### src/hw/rtl/tlsc_pkg.sv
// ----------------------------------------------------------------------------
// tlsc_pkg
// Shared types and codes for the three-level swap cache.
// ----------------------------------------------------------------------------
package tlsc_pkg;

    localparam int WORD_W = 32;
    localparam int HALF_W = 16;
    localparam int USE_W  = 16;
    localparam logic [USE_W-1:0] USE_MAX = '1;

    typedef enum logic [1:0] {
        ACT_READ = 2'd0,
        ACT_MARK = 2'd1,
        ACT_LOAD = 2'd2,
        ACT_NONE = 2'd3
    } t_action;

    typedef enum logic [1:0] {
        HIT_L1  = 2'd0,
        HIT_L2  = 2'd1,
        HIT_L3  = 2'd2,
        HIT_MEM = 2'd3
    } t_hit;

    // Selector for the level a search or victim scan is run on.
    typedef enum logic [1:0] {
        LV_1 = 2'd0,
        LV_2 = 2'd1,
        LV_3 = 2'd2
    } t_level;

endpackage

### src/hw/rtl/tlsc_scan.sv
// ----------------------------------------------------------------------------
// tlsc_scan
// Walks the lines of one level, one line a cycle, and reports the first
// line matching a tag and the lowest-index line with the least use count.
// ----------------------------------------------------------------------------
module tlsc_scan
    import tlsc_pkg::*;
#(
    parameter int IDX_W = 8,
    parameter int TAG_W = 8
) (
    input  logic             i_clk,
    input  logic             i_rst_n,
    input  logic             i_start,
    input  logic [IDX_W:0]   i_lines,
    input  logic [TAG_W-1:0] i_tag,
    // line presented this cycle (index r_cnt, driven back combinationally)
    output logic [IDX_W-1:0] o_idx,
    input  logic             i_valid,
    input  logic [TAG_W-1:0] i_line_tag,
    input  logic [USE_W-1:0] i_line_use,
    output logic             o_done,
    output logic             o_found,
    output logic [IDX_W-1:0] o_hit_idx,
    output logic [IDX_W-1:0] o_victim
);

    logic             r_busy;
    logic [IDX_W:0]   r_cnt;
    logic [USE_W-1:0] r_best_use;
    logic             r_found;
    logic [IDX_W-1:0] r_hit;
    logic [IDX_W-1:0] r_best;
    logic             r_done;

    logic             w_last;
    logic             w_better;

    assign o_idx    = r_cnt[IDX_W-1:0];
    assign w_last   = (r_cnt + 1'b1) == i_lines;
    assign w_better = (r_cnt == '0) || (i_line_use < r_best_use);

    always_ff @(posedge i_clk) begin
        if (!i_rst_n) begin
            r_busy <= 1'b0;
            r_done <= 1'b0;
            r_cnt  <= '0;
        end else begin
            r_done <= 1'b0;
            if (i_start) begin
                r_busy  <= 1'b1;
                r_cnt   <= '0;
                r_found <= 1'b0;
            end else if (r_busy) begin
                if (w_better) begin
                    r_best_use <= i_line_use;
                    r_best     <= r_cnt[IDX_W-1:0];
                end
                if (!r_found && i_valid && i_line_tag == i_tag) begin
                    r_found <= 1'b1;
                    r_hit   <= r_cnt[IDX_W-1:0];
                end
                if (w_last) begin
                    r_busy <= 1'b0;
                    r_done <= 1'b1;
                end else begin
                    r_cnt <= r_cnt + 1'b1;
                end
            end
        end
    end

    assign o_done    = r_done;
    assign o_found   = r_found;
    assign o_hit_idx = r_hit;
    assign o_victim  = r_best;

endmodule

### config.mk
export PLATFORM = sky130hd
export DESIGN_NAME = tlsc_scan
export DESIGN_NICKNAME = d
export VERILOG_FILES = /design/src/hw/rtl/tlsc_pkg.sv /design/src/hw/rtl/tlsc_scan.sv
export SDC_FILE = /design/constraint.sdc
export NUM_CORES = 1
export LEC_CHECK = 0
export ABC_AREA = 1
export BUFFER_PORTS_ARGS = -buffer_cell sky130_fd_sc_hd__buf_4
export CORE_MARGIN = 10
export CORE_UTILIZATION = 46
export CTS_BUF_LIST = sky130_fd_sc_hd__clkbuf_16
export CTS_CLUSTER_DIAMETER = 60
export DETAILED_ROUTE_END_ITERATION = 8
export HOLD_SLACK_MARGIN = 0.08
export PLACE_DENSITY = 0.76
export SYNTH_ARGS = -nofsm -noshare
export SYNTH_HDL_FRONTEND = slang
export SYNTH_SLANG_ARGS = --single-unit
### constraint.sdc
create_clock -name i_clk -period 2.82 [get_ports i_clk]
set_clock_uncertainty 0.2 [all_clocks]
set_input_delay 0.282 -clock i_clk [delete_from_list [all_inputs] [get_ports i_clk]]
set_output_delay 0.282 -clock i_clk [all_outputs]
set_load 0.05 [all_outputs]
==> results.sh <==
export IMPL_status="finished clean"
export IMPL_htreeDepth=2
export IMPL_critPathLaunch="i_line_use[5]"
export IMPL_netlist_area_sq_um=2382
export IMPL_dp_hpwl_mm=4.392
export IMPL_avgViaCountPerCell=4.766
export IMPL_yosys_warnings=0
export IMPL_grt_setup_unrepaired="no"
export IMPL_grt_pass1_wl_mm=9.397
export IMPL_finalCriticalPeriod_ps=2476
export IMPL_fin_tns_setup_ps=0
export IMPL_cap_violations=0
export IMPL_die_y_microns=91.97
export IMPL_drv_slew=0
export IMPL_nNetsFinal=405
export IMPL_synthCells=255
export IMPL_worstPathArrival_ps=2240
export IMPL_drtIter0Drc=107
export IMPL_antenna_found_initial=0
export IMPL_ant_nets=0
export IMPL_powerDensity_nw_per_um2=484.1
export IMPL_cp_required_ps=2590
export IMPL_wl_mm=5.635
export IMPL_holdBufCountCts=16
export IMPL_path_class="primary input to flip-flop"
export IMPL_clock_sinks=44
export IMPL_max_stage_delay_ps=540
export IMPL_die_w_microns=91.97
export IMPL_final_util_pct=64.74
export IMPL_place_congestion=0.8987
export IMPL_cts_root_buffer="clkbuf_16"
export IMPL_timing_hold_ws_ps=85.77
export IMPL_cp_start_kind="primary input"
export IMPL_tightestPinTransition_ps=366.3
export IMPL_hp_class="primary input to flip-flop"
export IMPL_cts_reportedPaths_clkPinSlew_ps=60
export IMPL_drc=0
export IMPL_insertion_delay_ps=280
export IMPL_ir_worst_vdd_uv=319.7
export IMPL_setup_slack_ps=343.9
export IMPL_grt_pass1_vias=1973
export IMPL_antennaDiodeCount=0
export IMPL_crit_chain="dlygate4sd3_1 > buf_4 > ha_1 > a21oi_1 > nand3b_1 > nand2_1 > o21ai_0 > nand2_1 > a21oi_2 > buf_4"
export IMPL_num_io_pins=71
export IMPL_fin_crit_sh_pct=87.81
export IMPL_power_leakage_nw=1.532
export IMPL_yosysTopAreaCell="edfxtp_1"
export IMPL_post_cts_setup_buffers=0
export IMPL_ys_types=26
export IMPL_min_from="i_rst_n"
export IMPL_synth_top_cell_area_share_pct=41.60
export IMPL_core_sq_um=5075
export IMPL_synth_seq_cells=44
export IMPL_grt_usage_pct=13.52
export IMPL_netlist_top_cells_area="edfxtp_1, dfxtp_1, ha_1"
export IMPL_cts_buffer_depth=2
export IMPL_fmax_ghz=0.4039
export IMPL_drive_gt1_share_pct=28.78
export IMPL_finalSetupViolations=0
export IMPL_cts_buffers=5
export IMPL_syn_nets=317
export IMPL_crit_path_max_fanout=17
export IMPL_grt_overflow_total=0
export IMPL_slowest_stage="dlygate4sd3_1"
export IMPL_portBuffers=70
export IMPL_synth_avg_cell_area_sq_um=9.342
export IMPL_hold_viol=0
export IMPL_fillers=417
export IMPL_cp_top_family="buffers and inverters"
export IMPL_start_util_pct=46.94
export IMPL_post_place_ws_ps=451.0
export IMPL_yosysSeqAreaShare_pct=50.84
export IMPL_wl_per_cell_microns=13.61
export IMPL_vias=1973
export IMPL_path_buf_inv=3
export IMPL_dieArea_sq_um=8458
export IMPL_cts_tree="built"
export IMPL_syn2layout_area_growth_pct=37.92
export IMPL_grt_max_degree=18
export IMPL_cts_resized=0
export IMPL_rows=26
export IMPL_timing_slew_headroom_pct=75.55
export IMPL_drtPass1Iterations=4
export IMPL_timing_rr_start="r_cnt[0]"
export IMPL_cp_end_kind="flip-flop"
-- registers in the layout (all words and copies together), names as in the netlist --
signal,count
r_best_use,16
r_cnt,9
o_hit_idx,8
o_victim,8
o_done,1
o_found,1
r_busy,1
-- layout make-up --
class                           instances  area (sq um)  share of cell area [%]
Inverter                               37         138.9                   4.227
Multi-Input combinational cell        164         957.2                   29.13
Tap cell                               70         87.58                   2.666
Timing Repair Buffer                   91         723.2                   22.01
Sequential cell                        44          1211                   36.86
Clock buffer                            5         125.1                   3.808
Clock inverter                          3         42.54                   1.295
-- cells by family after synthesis --
group | Yosys count | share of synthesized area, %
AO/OA/AOI/OAI | 27 | 6.355
adder cells (fa/ha/maj) | 17 | 8.928
flip-flops | 44 | 50.84
buffers and inverters | 47 | 9.138
AND/OR/NAND/NOR | 114 | 22.53
XOR/XNOR | 6 | 2.206
-- cell usage in the layout, fill, tap and decap left out --
master,count
clkbuf_16,5
inv_1,37
nor2_1,18
edfxtp_1,33
xnor2_1,5
dfxtp_1,11
dlygate4sd3_1,16
nand2_1,55
nor4_1,1
o21ai_0,4
nand3b_1,6
nor2_2,7
clkinvlp_4,1
nor3_1,2
nand3_2,3
a21oi_1,16
xor2_1,1
bufinv_16,1
o21bai_2,1
ha_1,17
nand4_1,5
and3_1,1
clkinv_2,1
a21oi_2,1
o22ai_1,2
nand3_1,12
nand2_2,3
buf_4,75
a221oi_1,2
o21ai_1,1
nor2_4,1
-- routing by layer --
| layer | track usage, % | wire, microns |
|---|---|---|
| met2 | 22.82 | 2682 |
| met1 | 15.57 | 2455 |
| met3 | 4.971 | 433 |
| met5 | 0 | 0 |
| met4 | 4.242 | 63 |
-- where the power goes --
group	total [W]	internal, W	switching (W)
registers	0.000724	0.000711	0.0000127
logic	0.000221	0.000109	0.000112
clock network	0.000646	0.000416	0.000230
-- cells in the mapped netlist (all sizes together) --
cell type / number
xnor2: 5
o21ai: 5
dfxtp: 11
nor4: 1
nand3b: 6
inv: 37
and3: 1
nand4: 5
edfxtp: 33
a221oi: 2
o22ai: 2
xor2: 1
ha: 17
buf: 10
o21bai: 1
nor2: 26
nand2: 58
a21oi: 17
nand3: 15
nor3: 2
-- path summary, 6_finish.rpt --
path / to / slack, ps / depth (start not counted)
worst min-delay path: r_busy / 90 / 3
worst max-delay path: r_best_use[3] / 340 / 10
worst min register to register: o_hit_idx[0] / 360 / 0
worst max register to register: r_cnt[5] / 440 / 12
-- tightest hold or removal path, delay by kind of cell --
kind | cells | cell delay [ps]
buffers and inverters | 2 | 140
AOI/OAI and AO/OA | 1 | 110
-- stage by stage --
stage	total power (W)	std cells	cell area, sq um
floorplan	0.0008572	255	2386
global placement	0.0009367	390	2958
detailed placement	0.0009419	390	2958
finish	0.001591	414	3286
CTS	0.001602	414	3286
global route	0.001657	414	3286
Note: power is estimated with default switching activity, not from simulation.
